`src/lss_pkg.sv`:
```
`default_nettype none

package lss_pkg;

    // Configuration port
    localparam int CFG_ADDR_W = 3;
    localparam int CFG_DATA_W = 16;

    typedef enum logic [CFG_ADDR_W-1:0] {
        REG_LONG_PRESS_MS   = 3'd0,
        REG_DEBOUNCE_MS     = 3'd1,
        REG_LOW_BATTERY_DV  = 3'd2,
        REG_OVER_POWER_MW   = 3'd3,
        REG_OVER_POWER_LIM  = 3'd4,
        REG_SAMPLE_PERIOD   = 3'd5
    } lss_reg_idx_t;

    // Register reset values
    localparam logic [15:0] RST_LONG_PRESS_MS  = 16'd2000;
    localparam logic [9:0]  RST_DEBOUNCE_MS    = 10'd30;
    localparam logic [15:0] RST_LOW_BATTERY_DV = 16'd75;
    localparam logic [15:0] RST_OVER_POWER_MW  = 16'd30000;
    localparam logic [7:0]  RST_OVER_POWER_LIM = 8'd10;
    localparam logic [7:0]  RST_SAMPLE_PERIOD  = 8'd20;

    // Radio frame codes
    localparam logic [7:0] CMD_HEADER = 8'hAA;
    localparam logic [7:0] CMD_OFF    = 8'h00;
    localparam logic [7:0] CMD_ON     = 8'h01;

    // Beep lengths in ms
    localparam logic [31:0] SHORT_BEEP_MS = 32'd50;
    localparam logic [31:0] ACK_BEEP_MS   = 32'd100;
    localparam logic [31:0] WARN_BEEP_MS  = 32'd500;

    localparam logic [7:0] OVER_COUNT_MAX = 8'd255;

    typedef struct packed {
        logic [15:0] long_press_ms;
        logic [9:0]  debounce_ms;
        logic [15:0] low_battery_decivolts;
        logic [15:0] over_power_mw;
        logic [7:0]  over_power_limit;
        logic [7:0]  sample_period_ticks;
    } lss_cfg_t;

    // Declared MSB first, so now_ms sits in the lowest bits.
    typedef struct packed {
        logic [15:0] power_mw;
        logic [7:0]  frame_command;
        logic [15:0] frame_voltage;
        logic [7:0]  frame_header;
        logic        frame_valid;
        logic        button_pressed;
        logic [31:0] now_ms;
    } lss_item_t;

    // Declared MSB first, so switch_on sits in bit 0.
    typedef struct packed {
        logic [15:0] battery_decivolts;
        logic        reply_switch_on;
        logic [15:0] reply_power_mw;
        logic        reply_valid;
        logic        low_battery;
        logic        locked_off;
        logic        buzzer_on;
        logic        switch_on;
    } lss_result_t;

    localparam int ITEM_W   = $bits(lss_item_t);
    localparam int RESULT_W = $bits(lss_result_t);
    localparam int S_DATA_W = ((ITEM_W + 7) / 8) * 8;
    localparam int M_DATA_W = ((RESULT_W + 7) / 8) * 8;

endpackage

`default_nettype wire

```
`src/load_switch_supervisor_top.sv`:
```
// Load switch supervisor: one request per poll tick in, one result per tick out.
//
// Input stream (s_*): each request carries the tick timestamp, button level,
// an optional radio frame and the current power reading. Result stream (m_*):
// switch, buzzer, lock and alarm drives, plus the reply payload for a frame.
// Configuration (cfg_*): single-cycle register writes, no read-back; write
// only while no request is in flight.
//
// Path: an accepted request is held in the input register, then its result is
// captured in the result register and shown on m_* (two register stages).
// Throughput: one request per cycle sustained while m_tready is high; the
// whole tick update is one combinational pass between the input and result registers.
//
// Backpressure: while m_tready is low the result register holds; the input
// register keeps one more request, then s_tready drops. Nothing is lost.
// Reset (aresetn low, synchronous): all supervisor state and the
// configuration registers return to their defaults, both streams go empty.
`default_nettype none

module load_switch_supervisor_top #(
    parameter int ALARM_PERIOD = 12
) (
    input  wire logic                              aclk,
    input  wire logic                              aresetn,

    // tdata: now_ms[31:0], button_pressed[32], frame_valid[33],
    //        frame_header[41:34], frame_voltage[57:42], frame_command[65:58],
    //        power_mw[81:66], zero fill[87:82]
    input  wire logic                              s_tvalid,
    output logic                                   s_tready,
    input  wire logic [lss_pkg::S_DATA_W-1:0]      s_tdata,

    // tdata: switch_on[0], buzzer_on[1], locked_off[2], low_battery[3],
    //        reply_valid[4], reply_power_mw[20:5], reply_switch_on[21],
    //        battery_decivolts[37:22], zero fill[39:38]
    output logic                                   m_tvalid,
    input  wire logic                              m_tready,
    output logic [lss_pkg::M_DATA_W-1:0]           m_tdata,

    input  wire logic                              cfg_wr_en,
    input  wire logic [lss_pkg::CFG_ADDR_W-1:0]    cfg_addr,
    input  wire logic [lss_pkg::CFG_DATA_W-1:0]    cfg_wr_data
);
    import lss_pkg::*;

    lss_cfg_t    cfg_reg;
    logic        in_valid_reg;
    lss_item_t   item_reg;
    logic        out_valid_reg;
    lss_result_t res_reg;
    lss_result_t res_next;
    logic        advance;

    // step the core when a request is held and the result slot is free or draining
    assign advance  = in_valid_reg && (!out_valid_reg || m_tready);
    assign s_tready = !in_valid_reg || advance;

    assign m_tvalid = out_valid_reg;
    assign m_tdata  = {(M_DATA_W - RESULT_W)'(0), res_reg};

    // configuration registers
    always_ff @(posedge aclk) begin
        if (!aresetn) begin
            cfg_reg.long_press_ms         <= RST_LONG_PRESS_MS;
            cfg_reg.debounce_ms           <= RST_DEBOUNCE_MS;
            cfg_reg.low_battery_decivolts <= RST_LOW_BATTERY_DV;
            cfg_reg.over_power_mw         <= RST_OVER_POWER_MW;
            cfg_reg.over_power_limit      <= RST_OVER_POWER_LIM;
            cfg_reg.sample_period_ticks   <= RST_SAMPLE_PERIOD;
        end else if (cfg_wr_en) begin
            unique case (cfg_addr)
                REG_LONG_PRESS_MS:  cfg_reg.long_press_ms         <= cfg_wr_data;
                REG_DEBOUNCE_MS:    cfg_reg.debounce_ms           <= cfg_wr_data[9:0];
                REG_LOW_BATTERY_DV: cfg_reg.low_battery_decivolts <= cfg_wr_data;
                REG_OVER_POWER_MW:  cfg_reg.over_power_mw         <= cfg_wr_data;
                REG_OVER_POWER_LIM: cfg_reg.over_power_limit      <= cfg_wr_data[7:0];
                REG_SAMPLE_PERIOD:  cfg_reg.sample_period_ticks   <= cfg_wr_data[7:0];
                default: ;  // unmapped index: ignored
            endcase
        end
    end

    // input register
    always_ff @(posedge aclk) begin
        if (!aresetn) begin
            in_valid_reg <= 1'b0;
        end else if (s_tready) begin
            in_valid_reg <= s_tvalid;
        end
    end

    always_ff @(posedge aclk) begin
        if (s_tvalid && s_tready) begin
            item_reg <= s_tdata[ITEM_W-1:0];
        end
    end

    lss_core #(
        .ALARM_PERIOD (ALARM_PERIOD)
    ) u_core (
        .aclk    (aclk),
        .aresetn (aresetn),
        .advance (advance),
        .item    (item_reg),
        .cfg     (cfg_reg),
        .result  (res_next)
    );

    // result register
    always_ff @(posedge aclk) begin
        if (!aresetn) begin
            out_valid_reg <= 1'b0;
        end else if (advance) begin
            out_valid_reg <= 1'b1;
        end else if (m_tready) begin
            out_valid_reg <= 1'b0;
        end
    end

    always_ff @(posedge aclk) begin
        if (advance) begin
            res_reg <= res_next;
        end
    end

endmodule

`default_nettype wire

```
`src/lss_core.sv`:
```
`default_nettype none

module lss_core #(
    parameter int ALARM_PERIOD = 12
) (
    input  wire logic                aclk,
    input  wire logic                aresetn,
    input  wire logic                advance,
    input  wire lss_pkg::lss_item_t  item,
    input  wire lss_pkg::lss_cfg_t   cfg,
    output lss_pkg::lss_result_t     result
);
    import lss_pkg::*;

    localparam int APW = $clog2(ALARM_PERIOD);
    localparam logic [APW:0]   AP_WRAP  = (APW+1)'(ALARM_PERIOD);
    localparam logic [APW-1:0] AP_ZERO  = APW'(0);
    localparam logic [APW-1:0] AP_TWO   = APW'(2);
    localparam logic [APW-1:0] AP_FOUR  = APW'(4);
    localparam logic [APW-1:0] AP_NINE  = APW'(9);

    typedef enum logic [1:0] {
        BTN_IDLE = 2'd0,
        BTN_HELD = 2'd1,
        BTN_LONG = 2'd2
    } btn_phase_t;

    btn_phase_t      btn_reg, btn_next;
    logic [31:0]     press_reg, press_next;
    logic            sw_reg, sw_next;
    logic            lock_reg, lock_next;
    logic [15:0]     bat_reg, bat_next;
    logic            alarm_reg, alarm_next;
    logic [APW-1:0]  aphase_reg, aphase_next;
    logic            busy_reg, busy_next;
    logic [1:0]      step_reg, step_next;
    logic [31:0]     dline_reg, dline_next;
    logic            buzz_reg, buzz_next;
    logic [7:0]      scount_reg, scount_next;
    logic [15:0]     plevel_reg, plevel_next;
    logic [7:0]      ocount_reg, ocount_next;

    logic [31:0]     press_len;
    logic [31:0]     dline_diff;
    logic [8:0]      scount_inc;
    logic [APW:0]    aphase_inc;

    always_comb begin
        btn_next    = btn_reg;
        press_next  = press_reg;
        sw_next     = sw_reg;
        lock_next   = lock_reg;
        bat_next    = bat_reg;
        alarm_next  = alarm_reg;
        aphase_next = aphase_reg;
        busy_next   = busy_reg;
        step_next   = step_reg;
        dline_next  = dline_reg;
        buzz_next   = buzz_reg;
        scount_next = scount_reg;
        plevel_next = plevel_reg;
        ocount_next = ocount_reg;
        result      = '0;

        press_len   = item.now_ms - press_reg;

        // button
        if (item.button_pressed) begin
            if (btn_reg == BTN_IDLE) begin
                btn_next   = BTN_HELD;
                press_next = item.now_ms;
            end else if (btn_reg == BTN_HELD && press_len >= {16'd0, cfg.long_press_ms}) begin
                btn_next = BTN_LONG;
                if (!busy_next) begin
                    buzz_next  = 1'b1;
                    dline_next = item.now_ms + SHORT_BEEP_MS;
                    busy_next  = 1'b1;
                    step_next  = 2'd0;
                end
            end
        end else if (btn_reg == BTN_HELD || btn_reg == BTN_LONG) begin
            btn_next = BTN_IDLE;
            if (press_len > {22'd0, cfg.debounce_ms}) begin
                if (press_len < {16'd0, cfg.long_press_ms}) begin
                    // short press: off, lock, two-beep pattern
                    sw_next    = 1'b0;
                    lock_next  = 1'b1;
                    step_next  = 2'd1;
                    dline_next = item.now_ms + SHORT_BEEP_MS;
                    busy_next  = 1'b1;
                    buzz_next  = 1'b1;
                end else begin
                    sw_next   = 1'b1;
                    lock_next = 1'b0;
                    if (!busy_next) begin
                        buzz_next  = 1'b1;
                        dline_next = item.now_ms + ACK_BEEP_MS;
                        busy_next  = 1'b1;
                        step_next  = 2'd0;
                    end
                end
            end
        end

        // radio frame
        if (item.frame_valid) begin
            result.reply_valid     = 1'b1;
            result.reply_power_mw  = plevel_reg;
            result.reply_switch_on = sw_next;
            if (item.frame_header == CMD_HEADER) begin
                bat_next   = item.frame_voltage;
                alarm_next = (item.frame_voltage != 16'd0) &&
                             (item.frame_voltage < cfg.low_battery_decivolts);
                if (item.frame_command == CMD_OFF) begin
                    if (sw_next) begin
                        sw_next    = 1'b0;
                        step_next  = 2'd1;
                        dline_next = item.now_ms + SHORT_BEEP_MS;
                        busy_next  = 1'b1;
                        buzz_next  = 1'b1;
                    end
                end else if (item.frame_command == CMD_ON) begin
                    if (!lock_next && !sw_next) begin
                        sw_next = 1'b1;
                        if (!busy_next) begin
                            buzz_next  = 1'b1;
                            dline_next = item.now_ms + ACK_BEEP_MS;
                            busy_next  = 1'b1;
                            step_next  = 2'd0;
                        end
                    end
                end
            end
        end

        // low-battery pattern
        aphase_inc = {1'b0, aphase_reg} + (APW+1)'(1);
        if (alarm_next) begin
            aphase_next = (aphase_inc >= AP_WRAP) ? AP_ZERO : aphase_inc[APW-1:0];
            if (!busy_next) begin
                buzz_next = (aphase_next == AP_ZERO) || (aphase_next == AP_TWO) ||
                            (aphase_next >= AP_FOUR && aphase_next < AP_NINE);
            end
        end else begin
            if (!busy_next) begin
                buzz_next = 1'b0;
            end
            aphase_next = AP_ZERO;
        end

        // power sampling
        scount_inc  = {1'b0, scount_reg} + 9'd1;
        scount_next = scount_inc[7:0];
        if (scount_inc >= {1'b0, cfg.sample_period_ticks}) begin
            scount_next = 8'd0;
            plevel_next = item.power_mw;
            if (item.power_mw > cfg.over_power_mw) begin
                if (!busy_next) begin
                    buzz_next  = 1'b1;
                    dline_next = item.now_ms + WARN_BEEP_MS;
                    busy_next  = 1'b1;
                    step_next  = 2'd0;
                end
                if (ocount_next < OVER_COUNT_MAX) begin
                    ocount_next = ocount_next + 8'd1;
                end
                if (ocount_next > cfg.over_power_limit) begin
                    sw_next     = 1'b0;
                    ocount_next = 8'd0;
                end
            end else begin
                ocount_next = 8'd0;
            end
        end

        // beep sequencer, wrap-safe deadline
        dline_diff = item.now_ms - dline_next;
        if (busy_next && !dline_diff[31]) begin
            if (step_next == 2'd1) begin
                buzz_next  = 1'b0;
                step_next  = 2'd2;
                dline_next = item.now_ms + SHORT_BEEP_MS;
            end else if (step_next == 2'd2) begin
                buzz_next  = 1'b1;
                step_next  = 2'd3;
                dline_next = item.now_ms + SHORT_BEEP_MS;
            end else begin
                buzz_next = 1'b0;
                busy_next = 1'b0;
                step_next = 2'd0;
            end
        end

        result.switch_on         = sw_next;
        result.buzzer_on         = buzz_next;
        result.locked_off        = lock_next;
        result.low_battery       = alarm_next;
        result.battery_decivolts = bat_next;
    end

    always_ff @(posedge aclk) begin
        if (!aresetn) begin
            btn_reg    <= BTN_IDLE;
            press_reg  <= '0;
            sw_reg     <= 1'b0;
            lock_reg   <= 1'b0;
            bat_reg    <= '0;
            alarm_reg  <= 1'b0;
            aphase_reg <= '0;
            busy_reg   <= 1'b0;
            step_reg   <= '0;
            dline_reg  <= '0;
            buzz_reg   <= 1'b0;
            scount_reg <= '0;
            plevel_reg <= '0;
            ocount_reg <= '0;
        end else if (advance) begin
            btn_reg    <= btn_next;
            press_reg  <= press_next;
            sw_reg     <= sw_next;
            lock_reg   <= lock_next;
            bat_reg    <= bat_next;
            alarm_reg  <= alarm_next;
            aphase_reg <= aphase_next;
            busy_reg   <= busy_next;
            step_reg   <= step_next;
            dline_reg  <= dline_next;
            buzz_reg   <= buzz_next;
            scount_reg <= scount_next;
            plevel_reg <= plevel_next;
            ocount_reg <= ocount_next;
        end
    end

`ifndef SYNTH
    // the manual lock is only ever set together with switching off
    a_lock_implies_off: assert property (@(posedge aclk) disable iff (!aresetn)
        lock_reg |-> !sw_reg)
        else $error("lock set while switch on");

    a_step_needs_busy: assert property (@(posedge aclk) disable iff (!aresetn)
        (step_reg != 2'd0) |-> busy_reg)
        else $error("beep step without busy sequencer");

    a_phase_range: assert property (@(posedge aclk) disable iff (!aresetn)
        {1'b0, aphase_reg} < AP_WRAP)
        else $error("alarm phase out of range");

    a_phase_idle: assert property (@(posedge aclk) disable iff (!aresetn)
        !alarm_reg |-> (aphase_reg == AP_ZERO))
        else $error("alarm phase running with alarm off");
`endif

endmodule

`default_nettype wire

```
`config.mk`:
```
export PLATFORM = sky130hd
export DESIGN_NAME = load_switch_supervisor_top
export DESIGN_NICKNAME = d
export VERILOG_FILES = /design/src/lss_pkg.sv /design/src/load_switch_supervisor_top.sv /design/src/lss_core.sv
export SDC_FILE = /design/constraint.sdc
export NUM_CORES = 1
export LEC_CHECK = 0
export ABC_AREA = 1
export BUFFER_PORTS_ARGS = -buffer_cell sky130_fd_sc_hd__buf_2
export CAP_MARGIN = 20
export CORE_MARGIN = 2
export CORE_UTILIZATION = 35
export DETAILED_ROUTE_END_ITERATION = 10
export SYNTH_ARGS = -nofsm -noshare
export SYNTH_HDL_FRONTEND = slang
export SYNTH_HIERARCHICAL = 1
export SYNTH_SLANG_ARGS = --single-unit
```
`constraint.sdc`:
```
create_clock -name aclk -period 6.5 [get_ports aclk]
set_input_delay 0.975 -clock aclk [delete_from_list [all_inputs] [get_ports aclk]]
set_output_delay 0.975 -clock aclk [all_outputs]
set_load 0.01 [all_outputs]
```
==> impl_metrics.py, run 1 <==
metrics = {
    "setup_path": {
        "arrival_ps": 6700,
        "timing.rr.start": "item_reg[0]",
        "cp-start-kind": "register",
        "cp_max_fo": 7,
        "r2r_slack_ps": 210,
        "startpoint": "item_reg[0]",
        "end_kind": "register",
        "path_class": "register to register",
        "max_stage_delay_ps": 410,
        "r2r_end": "u_core/dline_reg[23]",
        "worstRegToRegCells": 43,
        "cp-endpoint": "u_core/dline_reg[23]",
        "required_ps": 6910,
        "crit_slowest_cell": "fa_2",
    },
    "hold_path": {
        "hold_class": "register to register",
    },
    "yosys": {
        "synth_edf_count": 120,
        "synth_mux_area_frac": 0,
        "synth-xor-area-share": 0.0371,
        "synth.top_cell.area_share": 0.183,
        "yosys.area.top_type": "dfxtp_1",
        "ys_top_cells_by_area": "dfxtp_1 18%, edfxtp_1 16%, nand2_1 14%",
        "yosysUniqueCellTypes": 57,
        "syn-cell-area_um2": 22000,
        "synthAdderAreaFrac": 0.0823,
        "synth-simple-area-share": 0.282,
        "yosysSeqAreaShare": 0.347,
        "synth_seq_cells": 321,
        "synth_compound_area_frac": 0.138,
        "synth_top_family_by_area": "simple AND/OR/NAND/NOR gates",
        "synth.avg_cell_area_um2": 6.83,
        "synth_ff_type": "dfxtp_1",
        "syn_inst": 3217,
        "yosys_warnings": 6,
        "async_reset_ff_frac": 0,
    },
    "layout": {
        "finalNetCount": 3721,
        "final_cells": 4334,
        "area_growth_pct": 22.0,
        "post-route-util": 0.433,
        "largest_reg_flops": 82,
        "drive_above_1_share": 0.159,
    },
    "cts": {
        "cts_hold_buf": 0,
        "clk_latency_ps": 580,
        "htreeDepth": 2,
        "cts_root_buffer": "clkbuf_16",
        "path_clk_slew_ps": 60,
        "cts_buffers": 39,
        "cts_tree": "yes",
        "cts.sinks": 321,
        "clk_path_buf_depth": 3,
    },
    "placed_design": {
        "place.gp.congestion": 0.964,
        "dp_hpwl_mm": 53.2,
        "placed_cells": 4234,
        "portBuffers": 145,
    },
    "die": {
        "chipHeight_um": 255,
        "start_util": 0.355,
        "core_um2": 61900,
        "io_pins": 154,
        "num_rows": 91,
        "dieArea_um2": 64800,
        "die_w_um": 255,
    },
    "power_and_ir_drop": {
        "p_leak_uw": 0.0124,
        "finalPower_uw": 5700,
        "peakVddDrop_uv": 161,
        "powerDensity_nw_per_um2": 213,
    },
    "global_routing": {
        "grt_overflow_total": 0,
        "grt_pass1_vias": 19916,
        "grt_max_degree": 94,
        "grt_antenna_before_repair": 4,
        "grt_pass1_wl_mm": 111,
        "grt_usage": 0.218,
    },
    "sta": {
        "tightestPinTransition_ps": 1010,
        "skew_ps": 21.5,
        "drv_slew": 0,
        "period_share": 0.968,
        "finalCriticalPeriod_ps": 6290,
        "max_clock_freq_ghz": 0.159,
        "hold_violations": 0,
        "max_slew_margin": 0.325,
        "setup_viol": 0,
    },
    "routing": {
        "wl_met3_mm": 4.24,
        "firstDrtPassIters": 5,
        "dr_total_vias": 21699,
        "drt_iter0_drc": 1649,
        "avgViaCountPerCell": 5.01,
        "wl_per_cell_um": 16.8,
        "drc_errors": 0,
        "ant_nets": 0,
        "wl_met1_mm": 33.5,
        "finalWirelength_mm": 72.8,
        "dr_wl_met2_mm": 32.8,
        "top_layer": "met5",
    },
    "status": {
        "status": "finished clean",
    },
    "flow_run": {
        "maxCapViolations": 0,
    },
}
==> worst min-delay path by stage <==
stage / startpoint / end / slack, ps / depth (start not counted)
after floorplan: u_core/press_reg[0] / u_core/press_reg[0] / 430 / 2
after CTS: u_core/press_reg[0] / u_core/press_reg[0] / 450 / 2
after global placement: u_core/press_reg[0] / u_core/press_reg[0] / 440 / 2
final: u_core/press_reg[0] / u_core/press_reg[0] / 450 / 2
after global routing: cfg_reg[20] / cfg_reg[20] / 470 / 2
after detailed placement: cfg_reg[26] / cfg_reg[26] / 440 / 2
==> area by class of cell <==
cell class              instances  area, um2
repair buffers                336       2320
clock buffers                  47       1030
multi-input cells            2264      12600
diodes                          2       5.00
flip-flops and latches        321       7630
well taps                     837       1050
clock inverters                24        292
fillers                      6512      35100
inverters                     503       1920
==> layer usage <==
layer,global-route usage,vias to the layer above
met3,0.0290,138
met1,0.301,9987
met5,0,-
li1,-,10938
met2,0.356,632
met4,0.0603,4
==> cells by family after synthesis <==
kind of cell,after synthesis
AO/OA/AOI/OAI,553
XOR/XNOR,93
adder cells (fa/ha/maj),144
buffers and inverters,633
flip-flops,321
other,1
AND/OR/NAND/NOR,1472
==> Yosys cell counts, drive strengths merged, types with 2 or more instances <==
cell type / count
nand3: 238
ha: 143
edfxtp: 120
a22o: 2
nor3: 26
o221a: 2
o311ai: 3
buf: 42
and2: 5
o221ai: 6
o211ai: 15
clkinv: 5
a21oi: 232
a32oi: 3
nand4: 33
clkbuf: 88
a221oi: 6
o21ai: 224
o2111ai: 7
xnor2: 11
nand3b: 6
nand2: 822
a211oi: 10
o22ai: 26
inv: 498
a32o: 3
nor4: 14
o31ai: 2
dfxtp: 201
nor2: 324
or2: 3
a221o: 3
xor2: 82
a21o: 3
==> critical path, delay by kind of cell, from the launching register on <==
kind,cells,cell delay (ps)
flops,1,370
simple gates,21,2200
fa+ha+maj,4,1040
buf+inv,11,1300
xor+xnor,1,170
compound gates,6,1050
==> power breakdown <==
| part | internal (uW) | switching [uW] | leakage (uW) |
|---|---|---|---|
| clock network | 1350 | 942 | 0.000645 |
| logic | 438 | 745 | 0.00894 |
| registers | 2180 | 50.6 | 0.00281 |
==> cell usage in the layout, fill, tap and decap left out, types with 9 or more instances in the layout <==
master,instances
o21ai_1,12
o21ai_0,209
buf_2,144
nand2_1,790
buf_4,171
ha_4,16
xor2_1,73
dfxtp_1,201
inv_2,11
nand4_1,30
ha_1,125
o22ai_1,26
buf_6,13
nand3_1,223
o211ai_1,15
nor4_1,12
nor3_1,25
nor2_4,9
a21oi_2,9
nor2_2,21
a21oi_1,221
xnor2_1,11
edfxtp_1,120
clkbuf_16,42
nor2_1,294
nand2_2,25
inv_1,481
==> metrics by stage <==
stage,hold slack (ps),area (um2),TNS [ps],worst slack (ps)
3_5_place_dp,442,24500,-101,-18.5
5_1_grt,470,26800,-2600,-120
4_1_cts,452,25900,0,0.669
2_1_floorplan,428,22000,0,820
6_report,455,26800,0,209
3_3_place_gp,439,24500,0,30.8
==> repair_timing <==
item | in CTS | in global routing
endpoints found under the setup margin | 25 | 37
pin swaps | 0 | 52
buffers inserted | 0 | 24
resized for setup | 6 | 156
gates cloned | 0 | 3
Note: power is estimated with default switching activity, not from simulation.
==> run 2: changes to the inputs <==
Settings changed: ABC_AREA 1 to 0, CORE_UTILIZATION 35 to 44.
==> run 2 against run 1 <==
- the run now ends with setup timing left
- first-iteration DRC count increased by 3.8%
- count of clock-buffer cells in the layout increased by 3
- combinational power about the same
- clock skew increased by 9.4 ps
- sequential power about the same
- worst setup slack got worse by 1600 ps
- maximum frequency decreased by 20%
- die area decreased by 22%
- final cell count decreased by 17%
- routed wire length increased by 8.7%
- global-route usage increased by 9.1 points
- via count decreased by 2.5%
- largest cell class unchanged
- largest power group is now sequential cells
==> impl_metrics.py, run 2 <==
metrics = {
    "cts": {
        "path_clk_slew_ps": 60,
        "clk_latency_ps": 570,
        "cts_tree": "yes",
        "cts_root_buffer": "clkbuf_16",
        "htreeDepth": 2,
        "cts_buffers": 38,
        "clk_path_buf_depth": 3,
        "cts.sinks": 321,
    },
    "routing": {
        "firstDrtPassIters": 5,
        "ant_nets": 0,
        "avgViaCountPerCell": 5.88,
        "drt_iter0_drc": 1712,
        "finalWirelength_mm": 79.2,
        "dr_total_vias": 21149,
        "wl_per_cell_um": 22.0,
        "drc_errors": 0,
    },
    "power_and_ir_drop": {
        "finalPower_uw": 5540,
        "peakVddDrop_uv": 213,
        "powerDensity_nw_per_um2": 200,
        "p_leak_uw": 0.0114,
    },
    "yosys": {
        "syn_inst": 2512,
        "synth.top_cell.area_share": 0.188,
        "syn-cell-area_um2": 21400,
        "yosysMostFrequentCell": "nand2_1",
        "async_reset_ff_frac": 0,
        "yosys_warnings": 6,
        "yosys.area.top_type": "dfxtp_1",
        "ys_top_cells_by_area": "dfxtp_1 19%, edfxtp_1 17%, ha_1 8.4%",
        "synth_ff_type": "dfxtp_1",
        "synth_seq_cells": 321,
        "synth.avg_cell_area_um2": 8.50,
        "yosys-top-cells-count": "293 x nand2_1, 201 x dfxtp_1, 200 x nor2_1",
        "yosysSeqAreaShare": 0.357,
        "yosysUniqueCellTypes": 104,
        "synth_edf_count": 120,
    },
    "global_routing": {
        "grt_pass1_vias": 20540,
        "grt_pass1_wl_mm": 121,
        "grt_util_met1": 0.439,
        "grt_usage": 0.309,
        "met3_usage": 0.0402,
        "grt_antenna_before_repair": 1,
        "grt_overflow_total": 0,
        "busiest_layer": "met2",
        "grt_max_degree": 85,
        "use_met2": 0.495,
    },
    "sta": {
        "period_share": 1.21,
        "rsz0062_at_grt": "true",
        "setup_viol": 37,
        "tightestPinTransition_ps": 1040,
        "skew_ps": 30.9,
        "finalCriticalPeriod_ps": 7860,
        "max_clock_freq_ghz": 0.127,
        "max_slew_margin": 0.305,
        "worst_slack_ps": -1360,
        "hold_violations": 0,
        "drv_slew": 0,
    },
    "layout": {
        "largest_reg_flops": 82,
        "final_cells": 3598,
        "final_cell_mix": "380 x buf_4, 285 x nand2_1, 200 x dfxtp_1, 193 x nor2_1, 155 x a21oi_1",
        "area_growth_pct": 29.6,
        "finalNetCount": 3210,
        "n_antenna_cell": 0,
        "drive_above_1_share": 0.273,
        "post-route-util": 0.579,
        "final_common_cell": "buf_4",
    },
    "flow_run": {
        "maxCapViolations": 0,
    },
    "status": {
        "violations": "setup timing",
        "status": "finished, violations left",
    },
    "setup_path": {
        "crit_slowest_cell": "or3_4",
        "timing.rr.start": "item_reg[1]",
        "max_stage_delay_ps": 420,
        "r2r_end": "u_core/dline_reg[7]",
        "required_ps": 6970,
        "crit_top_cell": "buf_6",
        "end_kind": "register",
        "cp-start-kind": "register",
        "arrival_ps": 8330,
        "r2r_slack_ps": -1360,
        "worstRegToRegCells": 40,
        "cp_max_fo": 7,
        "startpoint": "item_reg[1]",
        "path_class": "register to register",
    },
    "placed_design": {
        "place.gp.congestion": 0.978,
        "pre_cts_ws_ps": -1820,
        "dp_hpwl_mm": 59.2,
        "placed_cells": 3492,
        "portBuffers": 145,
    },
    "die": {
        "core_um2": 47800,
        "io_pins": 154,
        "dieArea_um2": 50300,
        "num_rows": 80,
        "chipHeight_um": 224,
        "die_w_um": 224,
        "start_util": 0.446,
    },
    "hold_path": {
        "holdPathEnd": "u_core/plevel_reg[4]",
        "holdPathStages": 2,
        "min-delay-start": "u_core/plevel_reg[4]",
        "hold_class": "register to register",
    },
}
run 2: cell types whose count changed after synthesis, sizes merged, moves of 40 or more:
cell and change:
nand2 -529, inv -368, nand3 -188, nor2 -123, mux2i +85, o21ai -85, a21oi -64, nor2b +59
a21o +52, xnor2 +44, nor3 +40
run 2: cell type report:
type	count	area, um2
Fill cell	4337	20200
Sequential cell	321	7630
Clock buffer	50	1060
Clock inverter	19	163
Multi-Input combinational cell	1900	13500
Timing Repair Buffer	562	4100
Tap cell	615	769
Inverter	131	492
run 2: how the worst max path moves through the flow:
stage	to	slack, ps	cells after the start
after global routing	u_core/dline_reg[7]	-1710	39
after detailed placement	u_core/dline_reg[17]	-1820	37
after CTS	u_core/dline_reg[10]	-1310	40
after floorplan	u_core/dline_reg[0]	-830	42
after global placement	u_core/dline_reg[17]	-1650	39
final	u_core/dline_reg[7]	-1360	40
run 2: report_power, final:
group          leakage, uW  internal [uW]  switching, uW
combinational      0.00803            531            669
sequential         0.00280           2170           52.1
clock             0.000600           1200            916
total               0.0114           3910           1640
run 2: cells by family (layout without fill, tap and decap cells):
logic type / after synthesis / in the layout / share of synthesized area
xor gates and xnor gates: 100 / 100 / 0.0414
AOI/OAI and AO/OA: 628 / 628 / 0.197
adders and majority gates: 144 / 144 / 0.0847
and+or+nand+nor: 920 / 920 / 0.213
DFF: 321 / 321 / 0.357
buffers and inverters: 292 / 762 / 0.0566
muxes: 106 / 106 / 0.0509
other: 1 / 2 / 0.000176
run 2: stage by stage:
step | hold slack (ps) | area [um2] | setup TNS (ps)
after global routing | 477 | 27700 | -60020
after global placement | 439 | 25300 | -56450
after detailed placement | 442 | 25300 | -63020
final | 454 | 27700 | -46770
after floorplan | 432 | 21500 | -26770
after CTS | 455 | 27100 | -45030
run 2: critical path, delay by kind of cell, from the launching register on:
family / cells / cell delay, ps
simple gates: 15 / 2400
compound gates: 14 / 2830
buf+inv: 8 / 1160
fa+ha+maj: 3 / 950
flops: 1 / 410
run 2: routing by layer:
metal  wire, um  share of wire
met5          0              0
met4       1990          0.025
met3       5810          0.073
met2      35700           0.45
met1      35700           0.45
run 2: timing repair:
action	CTS	global route
cloned	1	1
hold buffers	0	0
setup buffers	19	18
pin swaps	73	64
setup endpoints to repair	37	37
resized for setup	100	99
